File: src/hdl/erp_pkg.sv
// ----------------------------------------------------------------------------
// erp_pkg
// Shared types and constants of the elevation record parser.
// ----------------------------------------------------------------------------
package erp_pkg;

    localparam int POSTS_W = 12;
    localparam int POS_W   = 14;
    localparam int SUM_W   = 32;
    localparam int WORD_W  = 16;

    localparam logic [POSTS_W-1:0] POINTS_RESET  = 12'd1201;
    localparam logic [7:0]         SENTINEL_BYTE = 8'hAA;
    localparam logic [WORD_W-1:0]  NULL_WORD     = 16'hFFFF;

    // header byte positions (low byte of each word; the sentinel is byte 0)
    localparam logic [POS_W-1:0] POS_SENTINEL   = 14'd0;
    localparam logic [POS_W-1:0] POS_BLOCK_LO   = 14'd3;
    localparam logic [POS_W-1:0] POS_LON_LO     = 14'd5;
    localparam logic [POS_W-1:0] POS_LAT_LO     = 14'd7;
    localparam logic [POS_W-1:0] POS_FIRST_POST = 14'd9;
    localparam logic [POS_W-1:0] HEADER_BYTES   = 14'd8;
    localparam logic [POS_W-1:0] SUM_LAST_OFS   = 14'd3;

    localparam logic KIND_POST    = 1'b0;
    localparam logic KIND_SUMMARY = 1'b1;

    typedef struct packed {
        logic [7:0] record_byte;
        logic       frame_start;
    } erp_beat_t;

    typedef struct packed {
        logic                     result_kind;
        logic [POSTS_W-1:0]       post_index;
        logic signed [WORD_W-1:0] elevation;
        logic                     null_post;
        logic [WORD_W-1:0]        block_count;
        logic [WORD_W-1:0]        lon_index;
        logic [WORD_W-1:0]        lat_index;
        logic                     sentinel_ok;
        logic                     checksum_ok;
    } erp_result_t;

endpackage

File: src/hdl/erp_in_stage.sv
// ----------------------------------------------------------------------------
// erp_in_stage
// Input register: holds one byte beat until the parser core takes it.
// ----------------------------------------------------------------------------
module erp_in_stage (
    input  logic               aclk,
    input  logic               aresetn,
    input  logic               s_valid,
    output logic               s_ready,
    input  erp_pkg::erp_beat_t s_beat,
    output logic               beat_valid,
    output erp_pkg::erp_beat_t beat,
    input  logic               beat_take
);

    logic               valid_reg;
    logic               valid_next;
    erp_pkg::erp_beat_t beat_reg;
    logic               load;

    assign s_ready    = !valid_reg || beat_take;
    assign load       = s_valid && s_ready;
    assign beat_valid = valid_reg;
    assign beat       = beat_reg;

    always_comb begin
        valid_next = valid_reg;
        if (load) begin
            valid_next = 1'b1;
        end else if (beat_take) begin
            valid_next = 1'b0;
        end
    end

    always_ff @(posedge aclk) begin
        if (!aresetn) begin
            valid_reg <= 1'b0;
        end else begin
            valid_reg <= valid_next;
        end
    end

    always_ff @(posedge aclk) begin
        if (load) begin
            beat_reg <= s_beat;
        end
    end

endmodule

File: src/hdl/erp_core.sv
// ----------------------------------------------------------------------------
// erp_core
// Record state, byte sum and post decode; one byte per cycle while beat_take is high.
// ----------------------------------------------------------------------------
module erp_core (
    input  logic                                 aclk,
    input  logic                                 aresetn,
    input  logic                                 cfg_write,
    input  logic [erp_pkg::POSTS_W-1:0]          cfg_points,
    input  logic                                 beat_valid,
    input  erp_pkg::erp_beat_t                   beat,
    input  logic                                 beat_take,
    output logic                                 emit,
    output erp_pkg::erp_result_t                 result
);

    logic [erp_pkg::POSTS_W-1:0] points_reg;

    logic [erp_pkg::POS_W-1:0]   pos_reg, pos_next, pos_eff;
    logic [7:0]                  hold_reg, hold_next, hold_eff;
    logic [erp_pkg::SUM_W-1:0]   sum_reg, sum_next, sum_eff;
    logic [erp_pkg::SUM_W-1:0]   shift_reg, shift_next, shift_eff;
    logic [erp_pkg::WORD_W-1:0]  block_reg, block_next, block_eff;
    logic [erp_pkg::WORD_W-1:0]  lon_reg, lon_next, lon_eff;
    logic [erp_pkg::WORD_W-1:0]  lat_reg, lat_next, lat_eff;
    logic                        sent_reg, sent_next, sent_eff;
    logic [erp_pkg::POSTS_W-1:0] pcnt_reg, pcnt_next, pcnt_eff;

    logic [erp_pkg::POS_W-1:0]   data_end;
    logic                        in_data;
    logic                        is_post;
    logic                        is_summary;
    logic [erp_pkg::WORD_W-1:0]  word;
    logic [erp_pkg::WORD_W-1:0]  mag;
    logic [erp_pkg::SUM_W-1:0]   stored_sum;

    // frame start drops the record in progress before this byte
    assign pos_eff   = beat.frame_start ? '0 : pos_reg;
    assign hold_eff  = beat.frame_start ? '0 : hold_reg;
    assign sum_eff   = beat.frame_start ? '0 : sum_reg;
    assign shift_eff = beat.frame_start ? '0 : shift_reg;
    assign block_eff = beat.frame_start ? '0 : block_reg;
    assign lon_eff   = beat.frame_start ? '0 : lon_reg;
    assign lat_eff   = beat.frame_start ? '0 : lat_reg;
    assign sent_eff  = beat.frame_start ? 1'b0 : sent_reg;
    assign pcnt_eff  = beat.frame_start ? '0 : pcnt_reg;

    assign data_end   = erp_pkg::HEADER_BYTES + {1'b0, points_reg, 1'b0};
    assign in_data    = pos_eff < data_end;
    assign word       = {hold_eff, beat.record_byte};
    assign is_post    = in_data && pos_eff[0] && (pos_eff >= erp_pkg::POS_FIRST_POST);
    assign is_summary = !in_data && ((pos_eff - data_end) >= erp_pkg::SUM_LAST_OFS);
    assign emit       = beat_valid && (is_post || is_summary);
    assign stored_sum = {shift_eff[erp_pkg::SUM_W-9:0], beat.record_byte};
    assign mag        = {1'b0, word[erp_pkg::WORD_W-2:0]};

    always_comb begin
        result = '0;
        if (is_post) begin
            result.result_kind = erp_pkg::KIND_POST;
            result.post_index  = pcnt_eff;
            result.elevation   = word[erp_pkg::WORD_W-1] ? ('0 - mag) : mag;
            result.null_post   = (word == erp_pkg::NULL_WORD);
        end else begin
            result.result_kind = erp_pkg::KIND_SUMMARY;
            result.block_count = block_eff;
            result.lon_index   = lon_eff;
            result.lat_index   = lat_eff;
            result.sentinel_ok = sent_eff;
            result.checksum_ok = (stored_sum == sum_eff);
        end
    end

    always_comb begin
        pos_next   = pos_eff + 14'd1;
        hold_next  = hold_eff;
        sum_next   = sum_eff;
        shift_next = shift_eff;
        block_next = block_eff;
        lon_next   = lon_eff;
        lat_next   = lat_eff;
        sent_next  = sent_eff;
        pcnt_next  = pcnt_eff;
        if (in_data) begin
            sum_next = sum_eff + {24'd0, beat.record_byte};
            if (pos_eff == erp_pkg::POS_SENTINEL) begin
                sent_next = (beat.record_byte == erp_pkg::SENTINEL_BYTE);
            end else if (!pos_eff[0]) begin
                hold_next = beat.record_byte;
            end else if (pos_eff == erp_pkg::POS_BLOCK_LO) begin
                block_next = word;
            end else if (pos_eff == erp_pkg::POS_LON_LO) begin
                lon_next = word;
            end else if (pos_eff == erp_pkg::POS_LAT_LO) begin
                lat_next = word;
            end else if (is_post) begin
                pcnt_next = pcnt_eff + 12'd1;
            end
        end else begin
            shift_next = stored_sum;
            if (is_summary) begin
                // record done: start over at byte 0
                pos_next   = '0;
                hold_next  = '0;
                sum_next   = '0;
                shift_next = '0;
                block_next = '0;
                lon_next   = '0;
                lat_next   = '0;
                sent_next  = 1'b0;
                pcnt_next  = '0;
            end
        end
    end

    always_ff @(posedge aclk) begin
        if (!aresetn) begin
            points_reg <= erp_pkg::POINTS_RESET;
            pos_reg    <= '0;
            hold_reg   <= '0;
            sum_reg    <= '0;
            shift_reg  <= '0;
            block_reg  <= '0;
            lon_reg    <= '0;
            lat_reg    <= '0;
            sent_reg   <= 1'b0;
            pcnt_reg   <= '0;
        end else begin
            if (cfg_write) begin
                points_reg <= cfg_points;
            end
            if (beat_take) begin
                pos_reg   <= pos_next;
                hold_reg  <= hold_next;
                sum_reg   <= sum_next;
                shift_reg <= shift_next;
                block_reg <= block_next;
                lon_reg   <= lon_next;
                lat_reg   <= lat_next;
                sent_reg  <= sent_next;
                pcnt_reg  <= pcnt_next;
            end
        end
    end

`ifndef NO_ASSERTIONS
    a_summary_restarts: assert property (@(posedge aclk) disable iff (!aresetn)
        beat_take && emit && (result.result_kind == erp_pkg::KIND_SUMMARY)
        |=> (pos_reg == '0) && (sum_reg == '0) && (pcnt_reg == '0))
        else $error("record state not cleared after summary");

    a_post_range: assert property (@(posedge aclk) disable iff (!aresetn)
        emit && (result.result_kind == erp_pkg::KIND_POST)
        |-> (result.elevation != 16'sh8000))
        else $error("decoded post out of range");

    a_null_value: assert property (@(posedge aclk) disable iff (!aresetn)
        emit && (result.result_kind == erp_pkg::KIND_POST) && result.null_post
        |-> (result.elevation == -16'sd32767))
        else $error("null post decoded wrongly");

    a_post_counts: assert property (@(posedge aclk) disable iff (!aresetn)
        beat_take && emit && (result.result_kind == erp_pkg::KIND_POST)
        |=> (pcnt_reg == $past(result.post_index) + 12'd1))
        else $error("post counter did not advance");
`endif

endmodule

File: src/hdl/erp_out_stage.sv
// ----------------------------------------------------------------------------
// erp_out_stage
// Result register: holds one result beat until the sink takes it.
// ----------------------------------------------------------------------------
module erp_out_stage (
    input  logic                 aclk,
    input  logic                 aresetn,
    input  logic                 load,
    input  erp_pkg::erp_result_t result,
    output logic                 can_take,
    output logic                 m_valid,
    input  logic                 m_ready,
    output erp_pkg::erp_result_t m_result
);

    logic                 valid_reg;
    logic                 valid_next;
    erp_pkg::erp_result_t result_reg;

    assign can_take = !valid_reg || m_ready;
    assign m_valid  = valid_reg;
    assign m_result = result_reg;

    always_comb begin
        valid_next = valid_reg;
        if (load) begin
            valid_next = 1'b1;
        end else if (m_ready) begin
            valid_next = 1'b0;
        end
    end

    always_ff @(posedge aclk) begin
        if (!aresetn) begin
            valid_reg <= 1'b0;
        end else begin
            valid_reg <= valid_next;
        end
    end

    always_ff @(posedge aclk) begin
        if (load) begin
            result_reg <= result;
        end
    end

endmodule

File: src/hdl/elevation_record_parser.sv
// ----------------------------------------------------------------------------
// elevation_record_parser
// Parses big-endian terrain elevation records one byte per beat.
// ----------------------------------------------------------------------------
//  channel   dir  handshake            payload
//  s_        in   s_valid / s_ready    s_record_byte, s_frame_start
//  m_        out  m_valid / m_ready    post or end-of-record summary fields
//  cfg_      in   cfg_valid/cfg_ready  cfg_points_per_record
//
//  One byte beat per cycle while the result register is not stalled; a
//  byte's result goes through the input register, then the result register.
//  The input register keeps taking beats while a result waits, until the
//  result register is stalled and the held byte would produce a result.
//  Reset is synchronous, active low; posts per record return to 1201.
// ----------------------------------------------------------------------------
module elevation_record_parser (
    input  logic                                 aclk,
    input  logic                                 aresetn,
    input  logic                                 s_valid,
    output logic                                 s_ready,
    input  logic [7:0]                           s_record_byte,
    input  logic                                 s_frame_start,
    output logic                                 m_valid,
    input  logic                                 m_ready,
    output logic                                 m_result_kind,
    output logic [erp_pkg::POSTS_W-1:0]          m_post_index,
    output logic signed [erp_pkg::WORD_W-1:0]    m_elevation,
    output logic                                 m_null_post,
    output logic [erp_pkg::WORD_W-1:0]           m_block_count,
    output logic [erp_pkg::WORD_W-1:0]           m_lon_index,
    output logic [erp_pkg::WORD_W-1:0]           m_lat_index,
    output logic                                 m_sentinel_ok,
    output logic                                 m_checksum_ok,
    input  logic                                 cfg_valid,
    output logic                                 cfg_ready,
    input  logic [erp_pkg::POSTS_W-1:0]          cfg_points_per_record
);

    erp_pkg::erp_beat_t   s_beat;
    erp_pkg::erp_beat_t   beat;
    erp_pkg::erp_result_t result;
    erp_pkg::erp_result_t m_result;
    logic                 beat_valid;
    logic                 beat_take;
    logic                 emit;
    logic                 out_can_take;

    assign cfg_ready          = 1'b1;
    assign s_beat.record_byte = s_record_byte;
    assign s_beat.frame_start = s_frame_start;

    // advance the held byte unless its result has nowhere to go
    assign beat_take = beat_valid && (!emit || out_can_take);

    erp_in_stage u_in (
        .aclk       (aclk),
        .aresetn    (aresetn),
        .s_valid    (s_valid),
        .s_ready    (s_ready),
        .s_beat     (s_beat),
        .beat_valid (beat_valid),
        .beat       (beat),
        .beat_take  (beat_take)
    );

    erp_core u_core (
        .aclk       (aclk),
        .aresetn    (aresetn),
        .cfg_write  (cfg_valid && cfg_ready),
        .cfg_points (cfg_points_per_record),
        .beat_valid (beat_valid),
        .beat       (beat),
        .beat_take  (beat_take),
        .emit       (emit),
        .result     (result)
    );

    erp_out_stage u_out (
        .aclk     (aclk),
        .aresetn  (aresetn),
        .load     (beat_take && emit),
        .result   (result),
        .can_take (out_can_take),
        .m_valid  (m_valid),
        .m_ready  (m_ready),
        .m_result (m_result)
    );

    assign m_result_kind = m_result.result_kind;
    assign m_post_index  = m_result.post_index;
    assign m_elevation   = m_result.elevation;
    assign m_null_post   = m_result.null_post;
    assign m_block_count = m_result.block_count;
    assign m_lon_index   = m_result.lon_index;
    assign m_lat_index   = m_result.lat_index;
    assign m_sentinel_ok = m_result.sentinel_ok;
    assign m_checksum_ok = m_result.checksum_ok;

endmodule

File: config.mk
export PLATFORM = sky130hd
export DESIGN_NAME = elevation_record_parser
export DESIGN_NICKNAME = d
export VERILOG_FILES = /design/src/hdl/erp_pkg.sv /design/src/hdl/erp_in_stage.sv /design/src/hdl/erp_core.sv /design/src/hdl/erp_out_stage.sv /design/src/hdl/elevation_record_parser.sv
export SDC_FILE = /design/constraint.sdc
export NUM_CORES = 1
export LEC_CHECK = 0
export BUFFER_PORTS_ARGS = -buffer_cell sky130_fd_sc_hd__buf_2
export CORE_UTILIZATION = 45
export CTS_CLUSTER_DIAMETER = 150
export DETAILED_ROUTE_END_ITERATION = 10
export PLACE_DENSITY_LB_ADDON = 0.25
export SKIP_LAST_GASP = 1
export SYNTH_ARGS = -nofsm -noshare
export SYNTH_HDL_FRONTEND = slang
export SYNTH_SLANG_ARGS = --single-unit
File: constraint.sdc
create_clock -name aclk -period 20.6 [get_ports aclk]
set_input_delay 0 -clock aclk [delete_from_list [all_inputs] [get_ports aclk]]
set_output_delay 0 -clock aclk [all_outputs]
set_load 0.02 [all_outputs]
==> impl_table.tex <==
\begin{tabular}{lr}
\hline
Metric & Value \\
\hline
\multicolumn{2}{l}{\textbf{Outcome}} \\
\quad Result of the run & complete, no violations \\
\multicolumn{2}{l}{\textbf{Place}} \\
\quad Pre-CTS setup slack & 14.92 ns \\
\quad Buffers on Ports & 107 \\
\quad Dpl cell area & 12500 sq um \\
\quad Routability cong. & 0.897 \\
\quad Detailed-placement wirelength estimate & 21300 microns \\
\multicolumn{2}{l}{\textbf{CTS}} \\
\quad Clock tree root driver cell & clkbuf\_16 \\
\quad TritonCTS clock tree & yes \\
\quad Deepest clock path buffer count & 3 \\
\quad Hold bufs inserted after CTS & 40 \\
\quad Source-to-sink clock delay at the later pin of the worst-skew pair & 0.54 ns \\
\quad Clk sinks & 242 \\
\quad Resized Gates After CTS & 0 \\
\quad Total CTS buffers & 26 \\
\quad Clock slew at reported path FFs & 0.06 ns \\
\quad Total number of H-tree levels & 1 \\
\quad Number of buffers inserted to repair setup after CTS & 0 \\
\multicolumn{2}{l}{\textbf{Global route}} \\
\quad Gr ovfl total & 0 \\
\quad GR Util met3 & 0.0295 \\
\quad Met1 Resource Use GR & 0.354 \\
\quad Busiest grt layer & met2 \\
\quad GRT met2 Usage & 0.356 \\
\quad Largest net degree at the start of global routing & 78 \\
\quad Wire length of the first global-routing pass & 49500 microns \\
\quad Antenna violations before repair & 0 \\
\quad Total Routing Usage GR & 0.234 \\
\quad Number of global-route vias before repair & 8815 \\
\multicolumn{2}{l}{\textbf{Floorplanning}} \\
\quad Number of placed I/O pins & 109 \\
\quad Area of the placeable core & 25400 sq um \\
\quad Area of the die & 26800 sq um \\
\quad Effective utilization at floorplan & 0.463 \\
\quad Row count & 58 \\
\quad DIE HEIGHT & 164 microns \\
\quad Die X-Extent & 164 microns \\
\multicolumn{2}{l}{\textbf{Worst setup path}} \\
\quad Largest fanout on the critical path & 32 \\
\quad Setup slack of the most critical reg-to-reg path & 14.89 ns \\
\quad Type of element capturing the critical path & flip-flop \\
\quad CP Cell Sequence & buf\_4 > nand2b\_1 > ha\_1 > inv\_1 > fa\_1 > a21o\_1 > a221o\_1 > nor3\_1 > o22ai\_1 > nor3\_1 > a21oi\_1 > o21ai\_0 > nor2\_1 > nor2b\_1 \\
\quad Critical path start-end classification & reg2reg \\
\quad Slowest cell on the critical path & edfxtp\_1 \\
\quad Cell occurring most often along the worst timing path & nor3\_1 \\
\quad Crit Reg-Reg Startpoint & u\_in.beat[0]\$\_DFFE\_PP\_ \\
\quad Max stage delay on crit path & 0.79 ns \\
\quad Crit path required time & 20.75 ns \\
\quad Category of the worst setup path launch point & flip-flop \\
\quad Startpoint of the most critical setup path & u\_in.beat[0]\$\_DFFE\_PP\_ \\
\quad Data arrival time of the critical path & 5.86 ns \\
\multicolumn{2}{l}{\textbf{Synthesis}} \\
\quad Mapped Area & 11800 sq um \\
\quad Sequential fraction of the synthesis area & 0.487 \\
\quad Share of synthesized flip-flops with an asynchronous set or reset & 0 \\
\quad Net count after synthesis & 1244 \\
\quad Register bit count reported by yosys & 242 \\
\quad Number of synthesized flops with an enable pin & 89 \\
\quad Yosys warning total & 0 \\
\quad Cell count after synthesis & 1186 \\
\quad Mean area per synthesized cell & 9.92 sq um \\
\quad Main flop type after synthesis & dfxtp\_1 \\
\quad Distinct cells, synth & 83 \\
\multicolumn{2}{l}{\textbf{STA}} \\
\quad Setup repair after global routing missed its margin & false \\
\quad Post-layout min period & 5.71 ns \\
\quad Count of final max-slew check failures & 0 \\
\quad Share of the cycle needed by the critical path after routing & 0.277 \\
\quad Final setup viols & 0 \\
\quad Final worst clock skew & 0.0164 ns \\
\quad Worst-case hold slack & 0.0217 ns \\
\quad Slew at the pin closest to its max-slew limit & 1.17 ns \\
\quad Number of hold-slack violations in the final timing report & 0 \\
\quad Accumulated negative setup slack & 0 ns \\
\quad Post-route worst setup slack & 14.89 ns \\
\quad Worst slew slack as a fraction of its limit & 0.216 \\
\quad Highest achievable clock rate & 175 MHz \\
\multicolumn{2}{l}{\textbf{Route}} \\
\quad Total wire length & 31400 microns \\
\quad Initial DRC Count & 832 \\
\quad Number of routed nets with antenna violations & 0 \\
\quad Residual DRC count & 0 \\
\quad Ratio of routed vias to standard cells & 5.80 \\
\quad Post-detailed-route wirelength per cell & 19.0 microns \\
\quad Number of search-and-repair iterations in the first detailed-routing pass & 6 \\
\quad Vias after detailed routing & 9574 \\
\multicolumn{2}{l}{\textbf{Flow run}} \\
\quad Max-capacitance violation count & 0 \\
\multicolumn{2}{l}{\textbf{Pwr}} \\
\quad Ratio of total power to cell area & 75.2 nW/um\^{}2 \\
\quad Leakage & 5.10 nW \\
\quad Maximum ir drop on the vdd rail & 0.0588 mV \\
\multicolumn{2}{l}{\textbf{Layout}} \\
\quad Layout Cell Area excl Fill & 13800 sq um \\
\quad Commonest non-fill, non-tap cell in the layout & dfxtp\_1 \\
\quad Final Net Count & 1360 \\
\quad Max reg flops & 80 \\
\quad Ant diodes & 0 \\
\quad Most frequent cells in the layout & dfxtp\_1 (153), buf\_2 (107), nor2\_1 (91) \\
\quad Layout cells sized above 1 & 0.144 \\
\quad Area overhead of the layout relative to synthesis & 17.1\% \\
\multicolumn{2}{l}{\textbf{Hold path}} \\
\quad Startpoint of the worst hold path & aresetn \\
\quad Worst hold path class & in2reg \\
\hline
\end{tabular}
## cells by family (layout without fill, tap and decap cells)
| family | after synthesis | in the layout | share of synthesized area |
|---|---|---|---|
| flip-flops | 242 | 242 | 0.487 |
| AO/OA/AOI/OAI | 298 | 298 | 0.183 |
| multiplexers | 17 | 17 | 0.0146 |
| buffers and inverters | 99 | 235 | 0.0353 |
| adder cells (fa/ha/maj) | 32 | 32 | 0.0353 |
| other | 1 | 1 | 0.000319 |
| XOR/XNOR | 57 | 57 | 0.0424 |
| AND/OR/NAND/NOR | 440 | 440 | 0.202 |
## layer usage
metal  share of wire  vias up
met3           0.067       31
met4           0.011        0
li1                -     4600
met2            0.44      352
met5               0        -
met1            0.48     4591
## per-stage QoR
stage,utilization,power [mW],instances
4_1_cts,0.543,1.04,1652
3_5_place_dp,0.493,0.566,1564
6_report,0.543,1.04,1652
5_1_grt,0.543,1.07,1652
2_1_floorplan,-,0.549,1186
3_3_place_gp,0.493,0.566,1564
## worst paths after layout
kind                                                        to  depth (start not counted)
worst max-delay path                    u_in.beat[3]$_DFFE_PP_                         14
worst min-delay path              u_in.beat_valid$_SDFFE_PN0P_                          3
worst max register to register          u_in.beat[3]$_DFFE_PP_                         14
worst min register to register  u_core.lon_reg[0]$_SDFFE_PN0P_                          2
## worst max-delay path, delay by kind of cell, from the launching register on
family,cells,cell delay [ns]
AO/OA/AOI/OAI,5,1.52
adder cells (fa/ha/maj),2,0.64
buffers and inverters,2,0.51
flip-flops,1,0.79
AND/OR/NAND/NOR,5,1.84
## report_power, final
group | leakage (nW) | total [mW] | internal, mW | switching (mW)
Combinational | 2.69 | 0.0597 | 0.0237 | 0.0360
Sequential | 1.98 | 0.505 | 0.496 | 0.00825
Clock | 0.422 | 0.472 | 0.282 | 0.190
Total | 5.10 | 1.04 | 0.802 | 0.235
## Yosys cell counts (6+ instances only)
master / number / area [sq um]
a211oi_1: 7 / 52.6
a21o_1: 13 / 97.6
a21oi_1: 50 / 250
a22o_1: 67 / 587
a31oi_1: 10 / 62.6
a32o_1: 9 / 90.1
and2_1: 61 / 382
and3_1: 24 / 150
and4_1: 6 / 52.6
buf_1: 9 / 33.8
buf_2: 11 / 55.1
clkbuf_1: 48 / 180
dfxtp_1: 153 / 3060
edfxtp_1: 89 / 2670
ha_1: 30 / 375
inv_1: 25 / 93.8
mux2i_1: 16 / 160
nand2_1: 64 / 240
nand2b_1: 13 / 81.3
nand3_1: 43 / 215
nand4_1: 18 / 113
nand4b_1: 7 / 61.3
nor2_1: 93 / 349
nor2b_1: 37 / 231
nor3_1: 21 / 105
nor4_1: 16 / 100
o211ai_1: 8 / 60.1
o21ai_0: 51 / 255
o21ai_1: 8 / 40.0
o22ai_1: 6 / 37.5
o2bb2ai_1: 8 / 70.1
o31ai_1: 10 / 75.1
or3_1: 9 / 56.3
xnor2_1: 32 / 280
xor2_1: 25 / 219
## cell type report
type / count / area [sq um]
Tap cell: 330 / 413
Multi-Input combinational cell: 845 / 5630
Clock inverter: 11 / 143
Sequential cell: 242 / 5740
Inverter: 26 / 97.6
Clock buffer: 37 / 722
Fill cell: 2304 / 11600
Timing Repair Buffer: 161 / 1040
Power figures use the tool's default switching activity.
